===== src/sv/smd_pkg.sv =====
// ----------------------------------------------------------------------------
// smd_pkg
// Shared types and constants for the serial message deframer.
// ----------------------------------------------------------------------------
package smd_pkg;

    localparam int MAX_PAYLOAD_DEF = 32;
    localparam int CNT_W           = 8;   // payload count, up to 254
    localparam int MIN_TOTAL       = 5;   // sync, length, type, channel, checksum
    localparam int HDR_BYTES       = 4;
    localparam int FLAG_POS        = 8;   // payload byte holding the id flags
    localparam int ID_MIN_COUNT    = 13;  // payload bytes needed for an id
    localparam int OUT_DATA_W      = 72;

    typedef enum logic [1:0] {
        ST_OK   = 2'd0,
        ST_LEN  = 2'd1,
        ST_SYNC = 2'd2,
        ST_SUM  = 2'd3
    } t_status;

    localparam logic CFG_SYNC = 1'b0;
    localparam logic CFG_MASK = 1'b1;

    // One classified frame, front to back
    typedef struct packed {
        t_status          status;
        logic [7:0]       msg_type;
        logic [7:0]       chan_number;
        logic [CNT_W-1:0] count;
        logic             bank;
        logic             id_present;
        logic [15:0]      device_number;
        logic [7:0]       device_kind;
        logic [7:0]       transmission_kind;
    } t_desc;

    // One result item
    typedef struct packed {
        t_status     status;
        logic [7:0]  msg_type;
        logic [7:0]  chan_number;
        logic [5:0]  payload_count;
        logic [4:0]  byte_index;
        logic [7:0]  payload_value;
        logic        payload_present;
        logic        id_present;
        logic [15:0] device_number;
        logic [7:0]  device_kind;
        logic [7:0]  transmission_kind;
        logic        run_last;
    } t_result;

    // Back tells front that a payload bank is free again
    typedef struct packed {
        logic valid;
        logic bank;
    } t_release;

endpackage


===== src/sv/smd_ram.sv =====
// ----------------------------------------------------------------------------
// smd_ram
// Generic single-write, single-read RAM with registered read data.
// ----------------------------------------------------------------------------
module smd_ram #(
    parameter int WIDTH = 8,
    parameter int DEPTH = 64
) (
    input  logic                     i_clk,
    input  logic                     i_we,
    input  logic [$clog2(DEPTH)-1:0] i_waddr,
    input  logic [WIDTH-1:0]         i_wdata,
    input  logic [$clog2(DEPTH)-1:0] i_raddr,
    output logic [WIDTH-1:0]         o_rdata
);

    logic [WIDTH-1:0] r_mem [DEPTH];
    logic [WIDTH-1:0] r_rdata;

    always_ff @(posedge i_clk) begin
        if (i_we) begin
            r_mem[i_waddr] <= i_wdata;
        end
        r_rdata <= r_mem[i_raddr];
    end

    assign o_rdata = r_rdata;

endmodule


===== src/sv/smd_front.sv =====
// ----------------------------------------------------------------------------
// smd_front
// Byte intake: count, XOR, header capture, payload write, frame classify.
// ----------------------------------------------------------------------------
module smd_front #(
    parameter int MAX_PAYLOAD = smd_pkg::MAX_PAYLOAD_DEF
) (
    input  logic                            i_clk,
    input  logic                            i_rst_n,
    input  logic                            i_cfg_we,
    input  logic                            i_cfg_idx,
    input  logic [7:0]                      i_cfg_data,
    input  logic                            i_valid,
    output logic                            o_ready,
    input  logic [7:0]                      i_byte,
    input  logic                            i_last,
    input  logic                            i_q_full,
    output logic                            o_push,
    output smd_pkg::t_desc                  o_desc,
    input  smd_pkg::t_release               i_release,
    output logic                            o_ram_we,
    output logic [$clog2(MAX_PAYLOAD):0]    o_ram_waddr,
    output logic [7:0]                      o_ram_wdata
);
    import smd_pkg::*;

    localparam int PW = $clog2(MAX_PAYLOAD);

    logic [8:0] r_byte_count;
    logic [7:0] r_xor;
    logic       r_sync_ok;
    logic [7:0] r_len;
    logic [7:0] r_type;
    logic [7:0] r_chan;
    logic       r_ovf;
    logic [7:0] r_b8, r_b9, r_b10, r_b11, r_b12;
    logic       r_wr_bank;
    logic [1:0] r_busy;
    logic [7:0] r_sync_value;
    logic [7:0] r_ext_mask;

    logic       accept;
    logic [8:0] pos;
    logic       in_payload;
    logic       pos_fits;
    logic [CNT_W-1:0] count;
    t_desc      desc;

    assign o_ready    = !r_busy[r_wr_bank] && !i_q_full;
    assign accept     = i_valid && o_ready;
    assign pos        = r_byte_count - 9'(HDR_BYTES);
    assign in_payload = r_byte_count >= 9'(HDR_BYTES);
    assign pos_fits   = in_payload && (pos < 9'(MAX_PAYLOAD));
    assign count      = CNT_W'(pos);

    assign o_ram_we    = accept && !i_last && pos_fits;
    assign o_ram_waddr = {r_wr_bank, pos[PW-1:0]};
    assign o_ram_wdata = i_byte;

    // Classify the frame on its last byte; checks in priority order
    always_comb begin
        desc      = '0;
        desc.bank = r_wr_bank;
        if (r_byte_count < 9'(MIN_TOTAL - 1)) begin
            desc.status = ST_LEN;
        end else if (!r_sync_ok) begin
            desc.status = ST_SYNC;
        end else if (r_ovf || ({1'b0, r_len} != (r_byte_count - 9'(HDR_BYTES - 1)))) begin
            desc.status = ST_LEN;
        end else if ((r_xor ^ i_byte) != 8'd0) begin
            desc.status = ST_SUM;
        end else begin
            desc.status      = ST_OK;
            desc.msg_type    = r_type;
            desc.chan_number = r_chan;
            desc.count       = count;
            if ((count >= CNT_W'(ID_MIN_COUNT)) && ((r_b8 & r_ext_mask) != 8'd0)) begin
                desc.id_present        = 1'b1;
                desc.device_number     = {r_b10, r_b9};
                desc.device_kind       = r_b11;
                desc.transmission_kind = r_b12;
            end
        end
    end

    assign o_push = accept && i_last;
    assign o_desc = desc;

    always_ff @(posedge i_clk) begin
        if (!i_rst_n) begin
            r_byte_count <= '0;
            r_xor        <= '0;
            r_sync_ok    <= 1'b0;
            r_len        <= '0;
            r_type       <= '0;
            r_chan       <= '0;
            r_ovf        <= 1'b0;
            r_wr_bank    <= 1'b0;
            r_busy       <= '0;
            r_sync_value <= 8'd164;
            r_ext_mask   <= 8'd128;
        end else begin
            if (i_cfg_we) begin
                case (i_cfg_idx)
                    CFG_SYNC: r_sync_value <= i_cfg_data;
                    CFG_MASK: r_ext_mask   <= i_cfg_data;
                    default:  ;
                endcase
            end
            if (i_release.valid) begin
                r_busy[i_release.bank] <= 1'b0;
            end
            if (accept) begin
                if (i_last) begin
                    // hold the bank until the back drains this frame
                    r_busy[r_wr_bank] <= 1'b1;
                    r_wr_bank         <= !r_wr_bank;
                    r_byte_count      <= '0;
                    r_xor             <= '0;
                    r_sync_ok         <= 1'b0;
                    r_len             <= '0;
                    r_type            <= '0;
                    r_chan            <= '0;
                    r_ovf             <= 1'b0;
                end else begin
                    case (r_byte_count)
                        9'd0:    r_sync_ok <= (i_byte == r_sync_value);
                        9'd1:    r_len     <= i_byte;
                        9'd2:    r_type    <= i_byte;
                        9'd3:    r_chan    <= i_byte;
                        default: if (!pos_fits) r_ovf <= 1'b1;
                    endcase
                    r_xor <= r_xor ^ i_byte;
                    if (r_byte_count != 9'h1FF) begin
                        r_byte_count <= r_byte_count + 9'd1;
                    end
                end
            end
        end
    end

    // Id bytes are kept aside so the back needs no extra RAM reads
    always_ff @(posedge i_clk) begin
        if (accept && !i_last && in_payload) begin
            case (pos)
                9'(FLAG_POS):     r_b8  <= i_byte;
                9'(FLAG_POS + 1): r_b9  <= i_byte;
                9'(FLAG_POS + 2): r_b10 <= i_byte;
                9'(FLAG_POS + 3): r_b11 <= i_byte;
                9'(FLAG_POS + 4): r_b12 <= i_byte;
                default: ;
            endcase
        end
    end

endmodule


===== src/sv/smd_queue.sv =====
// ----------------------------------------------------------------------------
// smd_queue
// Two-entry queue of classified frames between front and back.
// ----------------------------------------------------------------------------
module smd_queue (
    input  logic           i_clk,
    input  logic           i_rst_n,
    input  logic           i_push,
    input  smd_pkg::t_desc i_desc,
    output logic           o_full,
    input  logic           i_pop,
    output logic           o_empty,
    output smd_pkg::t_desc o_desc
);
    import smd_pkg::*;

    t_desc      r_entry [2];
    logic       r_wr_ptr;
    logic       r_rd_ptr;
    logic [1:0] r_cnt;
    logic       do_push;
    logic       do_pop;

    assign o_full  = (r_cnt == 2'd2);
    assign o_empty = (r_cnt == 2'd0);
    assign o_desc  = r_entry[r_rd_ptr];
    assign do_push = i_push && !o_full;
    assign do_pop  = i_pop && !o_empty;

    always_ff @(posedge i_clk) begin
        if (do_push) begin
            r_entry[r_wr_ptr] <= i_desc;
        end
    end

    always_ff @(posedge i_clk) begin
        if (!i_rst_n) begin
            r_wr_ptr <= 1'b0;
            r_rd_ptr <= 1'b0;
            r_cnt    <= '0;
        end else begin
            if (do_push) r_wr_ptr <= !r_wr_ptr;
            if (do_pop)  r_rd_ptr <= !r_rd_ptr;
            case ({do_push, do_pop})
                2'b10:   r_cnt <= r_cnt + 2'd1;
                2'b01:   r_cnt <= r_cnt - 2'd1;
                default: ;
            endcase
        end
    end

endmodule


===== src/sv/smd_back.sv =====
// ----------------------------------------------------------------------------
// smd_back
// Result sequencer: pop a frame, emit an error item or the payload run.
// ----------------------------------------------------------------------------
module smd_back #(
    parameter int MAX_PAYLOAD = smd_pkg::MAX_PAYLOAD_DEF
) (
    input  logic                         i_clk,
    input  logic                         i_rst_n,
    input  logic                         i_q_empty,
    input  smd_pkg::t_desc               i_desc,
    output logic                         o_pop,
    output logic [$clog2(MAX_PAYLOAD):0] o_ram_raddr,
    input  logic [7:0]                   i_ram_rdata,
    output smd_pkg::t_release            o_release,
    output logic                         o_valid,
    input  logic                         i_ready,
    output smd_pkg::t_result             o_result
);
    import smd_pkg::*;

    localparam int PW = $clog2(MAX_PAYLOAD);

    typedef enum logic [1:0] {
        S_IDLE,
        S_FETCH,
        S_LOAD,
        S_HOLD
    } t_state;

    t_state        r_state, n_state;
    t_desc         r_desc, n_desc;
    logic [PW-1:0] r_k, n_k;
    logic          r_valid, n_valid;
    t_result       r_res, n_res;
    t_release      r_rel, n_rel;
    logic          pop;

    assign o_ram_raddr = {r_desc.bank, r_k};
    assign o_pop       = pop;
    assign o_valid     = r_valid;
    assign o_result    = r_res;
    assign o_release   = r_rel;

    always_comb begin
        n_state = r_state;
        n_desc  = r_desc;
        n_k     = r_k;
        n_valid = r_valid;
        n_res   = r_res;
        n_rel   = '0;
        pop     = 1'b0;
        unique case (r_state)
            S_IDLE: begin
                if (!i_q_empty) begin
                    pop    = 1'b1;
                    n_desc = i_desc;
                    n_k    = '0;
                    if (i_desc.status != ST_OK || i_desc.count == '0) begin
                        // error item or empty good frame: single result
                        n_res                   = '0;
                        n_res.status            = i_desc.status;
                        n_res.msg_type          = i_desc.msg_type;
                        n_res.chan_number       = i_desc.chan_number;
                        n_res.run_last          = 1'b1;
                        n_valid                 = 1'b1;
                        n_state                 = S_HOLD;
                    end else begin
                        n_state = S_FETCH;
                    end
                end
            end
            S_FETCH: begin
                n_state = S_LOAD;
            end
            S_LOAD: begin
                n_res.status            = r_desc.status;
                n_res.msg_type          = r_desc.msg_type;
                n_res.chan_number       = r_desc.chan_number;
                n_res.payload_count     = 6'(32'(r_desc.count));
                n_res.byte_index        = 5'(32'(r_k));
                n_res.payload_value     = i_ram_rdata;
                n_res.payload_present   = 1'b1;
                n_res.id_present        = r_desc.id_present;
                n_res.device_number     = r_desc.device_number;
                n_res.device_kind       = r_desc.device_kind;
                n_res.transmission_kind = r_desc.transmission_kind;
                n_res.run_last          = (9'(r_k) + 9'd1) >= 9'(r_desc.count);
                n_valid                 = 1'b1;
                n_state                 = S_HOLD;
            end
            S_HOLD: begin
                if (i_ready) begin
                    n_valid = 1'b0;
                    if (r_res.run_last) begin
                        n_rel.valid = 1'b1;
                        n_rel.bank  = r_desc.bank;
                        n_state     = S_IDLE;
                    end else begin
                        n_k     = r_k + PW'(1);
                        n_state = S_FETCH;
                    end
                end
            end
            default: n_state = S_IDLE;
        endcase
    end

    always_ff @(posedge i_clk) begin
        if (!i_rst_n) begin
            r_state <= S_IDLE;
            r_valid <= 1'b0;
            r_rel   <= '0;
        end else begin
            r_state <= n_state;
            r_valid <= n_valid;
            r_rel   <= n_rel;
        end
        r_desc <= n_desc;
        r_k    <= n_k;
        r_res  <= n_res;
    end

endmodule


===== src/sv/serial_message_deframer_xor_check_core.sv =====
// ----------------------------------------------------------------------------
// serial_message_deframer_xor_check_core
// Deframes sync/length/type/channel/payload/XOR-checksum messages.
// ----------------------------------------------------------------------------
// Bytes enter on the slave stream, one per cycle while tready is high, with
// tlast on the checksum byte. The front end writes payload bytes into one
// of two RAM banks and, on the last byte, classifies the frame (length,
// sync, length field, checksum, in that priority) and queues a descriptor.
// The back end then emits one error item, or one item per payload byte;
// each payload item passes through RAM address, registered read and output
// register, and with the single RAM read port the next byte is fetched only
// once the previous item has been taken. Because there are two banks, the
// next frame streams in while the previous one drains; the input stalls only
// when both banks hold frames not yet fully delivered. An error item carries
// only status and tlast; all other fields are zero. A good frame with no
// payload gives one item with payload_present low.
// ----------------------------------------------------------------------------
module serial_message_deframer_xor_check_core #(
    parameter int MAX_PAYLOAD = smd_pkg::MAX_PAYLOAD_DEF
) (
    input  logic        i_clk,
    input  logic        i_rst_n,
    // configuration: index 0 sync value, index 1 device id flag mask
    input  logic        i_cfg_we,
    input  logic        i_cfg_idx,
    input  logic [7:0]  i_cfg_data,
    // byte input
    input  logic        i_s_tvalid,
    output logic        o_s_tready,
    input  logic [7:0]  i_s_tdata,   // rx_byte
    input  logic        i_s_tlast,   // frame_end
    // result output
    output logic        o_m_tvalid,
    input  logic        i_m_tready,
    // status[1:0], msg_type[9:2], chan_number[17:10], payload_count[23:18],
    // byte_index[28:24], payload_value[36:29], payload_present[37],
    // id_present[38], device_number[54:39], device_kind[62:55],
    // transmission_kind[70:63], zero[71]
    output logic [smd_pkg::OUT_DATA_W-1:0] o_m_tdata,
    output logic        o_m_tlast    // run_last
);
    import smd_pkg::*;

    localparam int AW = $clog2(MAX_PAYLOAD) + 1;

    logic          q_full, q_empty, push, pop;
    t_desc         push_desc, head_desc;
    t_release      release_bus;
    logic          ram_we;
    logic [AW-1:0] ram_waddr, ram_raddr;
    logic [7:0]    ram_wdata, ram_rdata;
    t_result       res;

    // Intake and classify
    smd_front #(.MAX_PAYLOAD(MAX_PAYLOAD)) u_front (
        .i_clk       (i_clk),
        .i_rst_n     (i_rst_n),
        .i_cfg_we    (i_cfg_we),
        .i_cfg_idx   (i_cfg_idx),
        .i_cfg_data  (i_cfg_data),
        .i_valid     (i_s_tvalid),
        .o_ready     (o_s_tready),
        .i_byte      (i_s_tdata),
        .i_last      (i_s_tlast),
        .i_q_full    (q_full),
        .o_push      (push),
        .o_desc      (push_desc),
        .i_release   (release_bus),
        .o_ram_we    (ram_we),
        .o_ram_waddr (ram_waddr),
        .o_ram_wdata (ram_wdata)
    );

    // Payload buffer, two banks
    smd_ram #(.WIDTH(8), .DEPTH(2 ** AW)) u_ram (
        .i_clk   (i_clk),
        .i_we    (ram_we),
        .i_waddr (ram_waddr),
        .i_wdata (ram_wdata),
        .i_raddr (ram_raddr),
        .o_rdata (ram_rdata)
    );

    // Frame descriptors waiting for the back end
    smd_queue u_queue (
        .i_clk   (i_clk),
        .i_rst_n (i_rst_n),
        .i_push  (push),
        .i_desc  (push_desc),
        .o_full  (q_full),
        .i_pop   (pop),
        .o_empty (q_empty),
        .o_desc  (head_desc)
    );

    // Emit results
    smd_back #(.MAX_PAYLOAD(MAX_PAYLOAD)) u_back (
        .i_clk       (i_clk),
        .i_rst_n     (i_rst_n),
        .i_q_empty   (q_empty),
        .i_desc      (head_desc),
        .o_pop       (pop),
        .o_ram_raddr (ram_raddr),
        .i_ram_rdata (ram_rdata),
        .o_release   (release_bus),
        .o_valid     (o_m_tvalid),
        .i_ready     (i_m_tready),
        .o_result    (res)
    );

    // Pack the result, first field lowest
    assign o_m_tdata = {1'b0,
                        res.transmission_kind,
                        res.device_kind,
                        res.device_number,
                        res.id_present,
                        res.payload_present,
                        res.payload_value,
                        res.byte_index,
                        res.payload_count,
                        res.chan_number,
                        res.msg_type,
                        res.status};
    assign o_m_tlast = res.run_last;

endmodule


===== config.mk =====
export PLATFORM = sky130hd
export DESIGN_NAME = serial_message_deframer_xor_check_core
export DESIGN_NICKNAME = d
export VERILOG_FILES = /design/src/sv/smd_pkg.sv /design/src/sv/smd_ram.sv /design/src/sv/smd_front.sv /design/src/sv/smd_queue.sv /design/src/sv/smd_back.sv /design/src/sv/serial_message_deframer_xor_check_core.sv
export SDC_FILE = /design/constraint.sdc
export NUM_CORES = 1
export LEC_CHECK = 0
export BUFFER_PORTS_ARGS = -buffer_cell sky130_fd_sc_hd__buf_2
export CORE_ASPECT_RATIO = 0.9
export CORE_UTILIZATION = 60
export DETAILED_ROUTE_END_ITERATION = 8
export GPL_ROUTABILITY_DRIVEN = 0
export HOLD_SLACK_MARGIN = 0.03
export PLACE_DENSITY_LB_ADDON = 0.05
export SKIP_CTS_REPAIR_TIMING = 1
export SLEW_MARGIN = 10
export SYNTH_ARGS = -nofsm -noshare
export SYNTH_HDL_FRONTEND = slang
export SYNTH_HIERARCHICAL = 1
export SYNTH_SLANG_ARGS = --single-unit

===== constraint.sdc =====
create_clock -name i_clk -period 21.1 [get_ports i_clk]
set_input_delay 1.055 -clock i_clk [delete_from_list [all_inputs] [get_ports i_clk]]
set_output_delay 1.055 -clock i_clk [all_outputs]
set_load 0.02 [all_outputs]

# Word level (Yosys, flattened, before mapping)
# Memories as Yosys holds them, arrays and structs flattened. A register that Yosys moved wholly into a read port is not among the register bits.
# Cells that the tools add are included.
# classes
eq_ne	23
n_addsub	7
n_reduce_logical	59
bitwise	7
magnitude_cmp	9
n_mux	63
# op_table
operator	n
2-to-1 mux 33 bit	5
2-to-1 mux 72 bit	2
one-hot mux 72 bit (2 select lines)	1
2-to-1 mux 24 bit	4
2-to-1 mux 8 bit	7
== test 9 x 4 -> 1 bit, second input constant	5
AND reduction 2 bit	15
2-to-1 mux 2 bit	12
2-to-1 mux 1 bit	21
== test 9 x 2 -> 1 bit, second input constant	2
2-to-1 mux 9 bit	2
nonzero test 2 bit	9
nonzero test 8 bit	2
2-to-1 mux 5 bit	3
logical AND 1 bit	12
AND reduction 4 bit	3
one-hot mux 5 bit (2 select lines)	1
adder 9 x 1 -> 9 bit, second input constant	1
== test 9 x 1 -> 1 bit, second input constant	1
>= comparator 9 x 3 -> 1 bit, second input constant	1
>= comparator 9 x 8 -> 1 bit	1
zero test 9 bit	1
< comparator 9 x 3 -> 1 bit, second input constant	1
< comparator 9 x 6 -> 1 bit, second input constant	1
other kinds (33)	55
# totals
ff_bits	248
inputBits	23
wordCells	215
ramBits	632
n_memories	2
out_inout_bits	75
# memory_table
name	depth	word_bits	read_ports	rd_clocked_by_memory_dff	wr	line_no	rtl
u_ram.r_mem	64	8	1	1	1	smd_ram.sv:17	logic [WIDTH-1:0] r_mem [DEPTH];
u_queue.r_entry	2	60	1	1	1	smd_queue.sv:17	t_desc r_entry [2];

# Depth between registers and ports, before layout
# depth
ltp_word	11
ltp_mapped	12
depth_no_buf	11

# Modules after synthesis
# The synthesis kept the hierarchy.
# modules_own_cells
module	seq_area_each_um2	area_per_inst_um2	n_inst	cells_per_inst
smd_ram	15534.9	20166.8	1	940
smd_front	2442.3	5300.1	1	547
smd_back	4214.0	5241.3	1	287
smd_queue	3703.6	4549.4	1	213
serial_message_deframer_xor_check_core	0.0	11.3	1	2

# Worst setup path before layout
# Ideal clock, no wire load.
# synth_timing
path_kind	reg-to-reg
startpoint	reg u_back.r_state[0]
endpoint	reg u_back.r_res, in the netlist u_back/o_result[0], enable pin
path_buffers	1
t_arrival_ns	6.063
stages_incl_launch_ff	6
required_time_ns	20.498
path_slack_ns	14.436
period_less_slack_ns	6.664
setup_time_ns	0.602
cell_sequence	dfxtp_1 inv_1 ha_1 clkbuf_1 inv_1 o21ai_0
# synth_between
elab_chain_len	3
elab_cells_between_ends	6
classes_between	eq/ne (3); reduce/logical (3)
# synth_rtl
item	line_no	rtl
from (decl)	smd_back.sv:31	t_state r_state, n_state;
from (signal assigned)	smd_back.sv:115	r_state <= n_state;
zero test 2 bit or == test 2 bit (tied branches)	smd_back.sv:53	unique case (r_state)
!= test 2 bit (no source line), or another cell as far along	--	
AND reduction 3 bit (no source line) *	--	
to (signal assigned)	smd_back.sv:121	r_res <= n_res;
to (decl)	smd_back.sv:35	t_result r_res, n_res;
# Every way passes the cells marked *; elsewhere a longest branch is shown, timed or not.
# A chain may end at the register's enable or synchronous reset.

# Worst setup path in the final report
# layout_timing
startpoint	reg u_front.r_byte_count[2]
endpoint	mem u_ram.r_mem[14][2], enable pin
# layout_between
elab_chain_len	6
elab_cells_between_ends	7
classes_between	add/sub (1); order compare (2); mux (2); reduce/logical (2)
# layout_rtl
item	line_no	rtl
from (decl)	smd_front.sv:29	logic [8:0] r_byte_count;
from (signal assigned)	smd_front.sv:135	r_byte_count <= r_byte_count + 9'd1;
subtractor 9 x 3 -> 9 bit	smd_front.sv:51	assign pos = r_byte_count - 9'(HDR_BYTES);
net ram_waddr[2]	serial_message_deframer_xor_check_core.sv:50	logic [AW-1:0] ram_waddr, ram_raddr;
< comparator 9 x 6 -> 1 bit	smd_front.sv:53	assign pos_fits = in_payload && (pos < 9'(MAX_PAYLOAD));
logical AND 1 bit	smd_front.sv:53	
logical AND 1 bit	smd_front.sv:56	assign o_ram_we = accept && !i_last && pos_fits;
net ram_we	serial_message_deframer_xor_check_core.sv:49	logic ram_we;
2-to-1 mux 1 bit	smd_ram.sv:21	if (i_we) begin
2-to-1 mux 1 bit (implied by the code)	smd_ram.sv:22	r_mem[i_waddr] <= i_wdata;
to (decl)	smd_ram.sv:17	
# The timed path passes the listed nets, and every way through them passes these cells.

==> results_dict.tcl <==
set metrics [dict create \
    outcome "finished clean" \
    finalClockSkew_ns 0.02528 \
    synth_nets 2036 \
    yosys.cell_count.top_type "edfxtp_1" \
    antenna_left 0 \
    period_needed_ns 4.347 \
    synthArstFlopShare_pct 0 \
    path_delay_family "simple AND/OR/NAND/NOR gates" \
    seq_area_mm2 0.02590 \
    worstHoldStart "u_front/r_ext_mask[4]" \
    cp.arrival_ns 4.60 \
    setup_tns_ns 0 \
    cts_tree "yes" \
    synth_top_cell_by_area "edfxtp_1" \
    clk_path_buf_depth 3 \
    ir_drop_v 0.00009948 \
    max_slew_margin_pct 26.19 \
    place_inst 2750 \
    layout-drive-gt1-share_pct 23.58 \
    r2r_end "u_ram/r_mem[14][2]" \
    yosysUniqueCellTypes 77 \
    num-fill-cells 3739 \
    yosys-top-cells-area "edfxtp_1 69%, mux4_2 8.0%, dfxtp_1 4.5%, mux2_2 2.9%, and2_1 1.6%" \
    timing.hold.ws_ns 0.4732 \
    worstSetupPathType "reg2reg" \
    synth_area_mm2 0.03527 \
    drv_cap 0 \
    first_global_vias 18133 \
    syn2layout_area_growth_pct 11.04 \
    worst_slack_ns 16.75 \
    drv_slew 0 \
    dp_hpwl_um 45800 \
    wire_per_inst_um 26.77 \
    critPathBufInv 1 \
    fin_nets 2119 \
    drcViolationCount 0 \
    hold_path_depth 2 \
    ys_seq_area_share_pct 73.42 \
    netlist_top_cells_count "809 x edfxtp_1, 126 x mux4_2, 113 x nor2_1" \
    rr_worst_depth 9 \
    worstHoldEndpoint "u_front/r_ext_mask[4]" \
    synth_ff_type "edfxtp_1" \
    insertion_delay_ns 0.63 \
    ios 98 \
    rrSetupSlack_ns 16.75 \
    start_util_pct 61.30 \
    start_kind "register" \
    num_rows 83 \
    grt_pass1_wl_um 115600 \
    crit_top_cell "nor2b_1" \
    max_freq_mhz 230.1 \
    finalCritPeriodShare_pct 20.60 \
    vias 18282 \
    cts.clk_slew.worst_paths_ns 0.06 \
    clockRootBuffer "clkbuf_16" \
    antenna_found_initial 2 \
    cts.sinks 889 \
    rsz0062_at_grt "no" \
    synth_edf_count 809 \
    die_w_um 257.6 \
    hold_class "reg2reg" \
    postLayoutCoreUtil_pct 68.07 \
    synth-seq-cells 889 \
    cp_max_fo 14 \
    ctsHtreeMaxLevel 3 \
    place_ws_ns 16.89 \
    first_iter_violations 1930 \
    power.leakage_nw 13.04 \
    wl_um 77860 \
    yosysWarningCount 6 \
    grtUsageTotal_pct 26.59 \
    grt_max_degree 91 \
    layout.cells.non_filler 2909 \
    synth_area_per_cell_um2 17.73 \
    first_pass_iters 5 \
    cts_buffers 85 \
    vias_per_cell 6.285 \
    power.density_mw_per_mm2 117.6 \
    reg2reg_from "u_front/r_byte_count[2]" \
    coreArea_mm2 0.05753 \
    cp_slowest_cell "nor2_1" \
    end_kind "register" \
    dieArea_mm2 0.05976 \
    finalSetupViolCount 0 \
    yosysTopAreaCellShare_pct 68.88 \
    hold_viol_final 0 \
    overflow 0 \
    multi_input_area_mm2 0.008601 \
    syn_inst 1989 \
    port_buffers 96 \
    worstPathRequired_ns 21.35 \
    chipHeight_um 232.0 \
    slowest_delay_ns 0.79 \
    tightest_slew_ns 1.103 \
    crit_path_cell_trace "inv_1 > ha_1 > nor2b_1 > a31oi_1 > o32ai_1 > and4_1 > nor2b_1 > nand3_1 > nor2_1" \
    timing.critical_path.from "u_front/r_byte_count[2]" \
]
## logic make-up (layout without fill, tap and decap cells)
family	count (synthesis)	in the layout	synth area share, %
adders and majority gates	24	24	0.8514
other	1	3	0.01063
DFF	889	889	73.42
muxes	245	245	11.75
xor gates and xnor gates	38	38	0.9437
AOI/OAI and AO/OA	183	183	3.831
and+or+nand+nor	455	455	6.882
buffers and inverters	154	307	2.309
## tightest hold or removal path: cells and delay by family, from the launching register on
kind	cells	cell delay [ns]
and+or+nand+nor	1	0.05
DFF	1	0.31
AOI/OAI and AO/OA	1	0.06
## cells in the final DEF (no fill, tap or decap), types with 22 or more instances in the layout
master       n
nand3_1     32
clkinv_2    22
ha_1        23
buf_4       27
edfxtp_1   809
dfxtp_1     79
nor2_1     113
a21boi_0    27
mux2_2      92
nand2_1     62
o21ai_0     25
mux4_2     126
clkbuf_16   87
buf_2       96
and3_1      40
xnor2_1     33
nor2b_1     50
inv_1       24
mux2i_1     27
a22oi_1     33
and2_1      88
## registers in the layout (all words and copies together), names as in the netlist, 9 cells and up, named ones only
signal and cells:
u_queue/r_entry 120, u_back/o_result 72, u_back/r_desc 59, u_front/r_byte_count 9
u_ram/r_mem 512
## cell type report
cell class | instances | area share [%]
sequential | 889 | 66.12
multi-input combinational | 946 | 21.96
clock buffer | 108 | 5.939
tap | 765 | 2.444
timing repair buffer | 124 | 1.796
clock inverter | 49 | 1.473
inverter | 26 | 0.2492
antenna | 2 | 0.01278
## power breakdown
part           switching, W  internal, W
sequential        0.0000376      0.00205
clock              0.000642     0.000931
combinational      0.000572     0.000375
## metrics by stage
stage                     total power (W)  cell area (um^2)
final                            0.004605             39160
after global routing             0.004758             39160
after CTS                        0.004635             39150
after detailed placement         0.003071             36250
after global placement           0.003059             36240
after floorplan                  0.002808             35270
## worst max-delay path by stage
stage | slack, ns | to | depth (start not counted)
3_3_place_gp | 17.01 | u_ram/r_mem[46][0] | 7
6_report | 16.75 | u_ram/r_mem[14][2] | 9
4_1_cts | 16.88 | u_ram/r_mem[14][3] | 9
2_1_floorplan | 14.44 | u_back/o_result[0] | 5
3_5_place_dp | 16.89 | u_ram/r_mem[14][5] | 7
5_1_grt | 16.40 | u_ram/r_mem[62][4] | 9
## per-layer routing
layer,vias to the layer above,GRT usage (%),wire (um)
met4,0,7.322,1814
met2,772,38.68,34920
met5,-,0,0
met3,119,6.112,6487
met1,9478,40.70,34640
li1,7913,-,-
No activity file was read; power rests on OpenSTA's default activity.
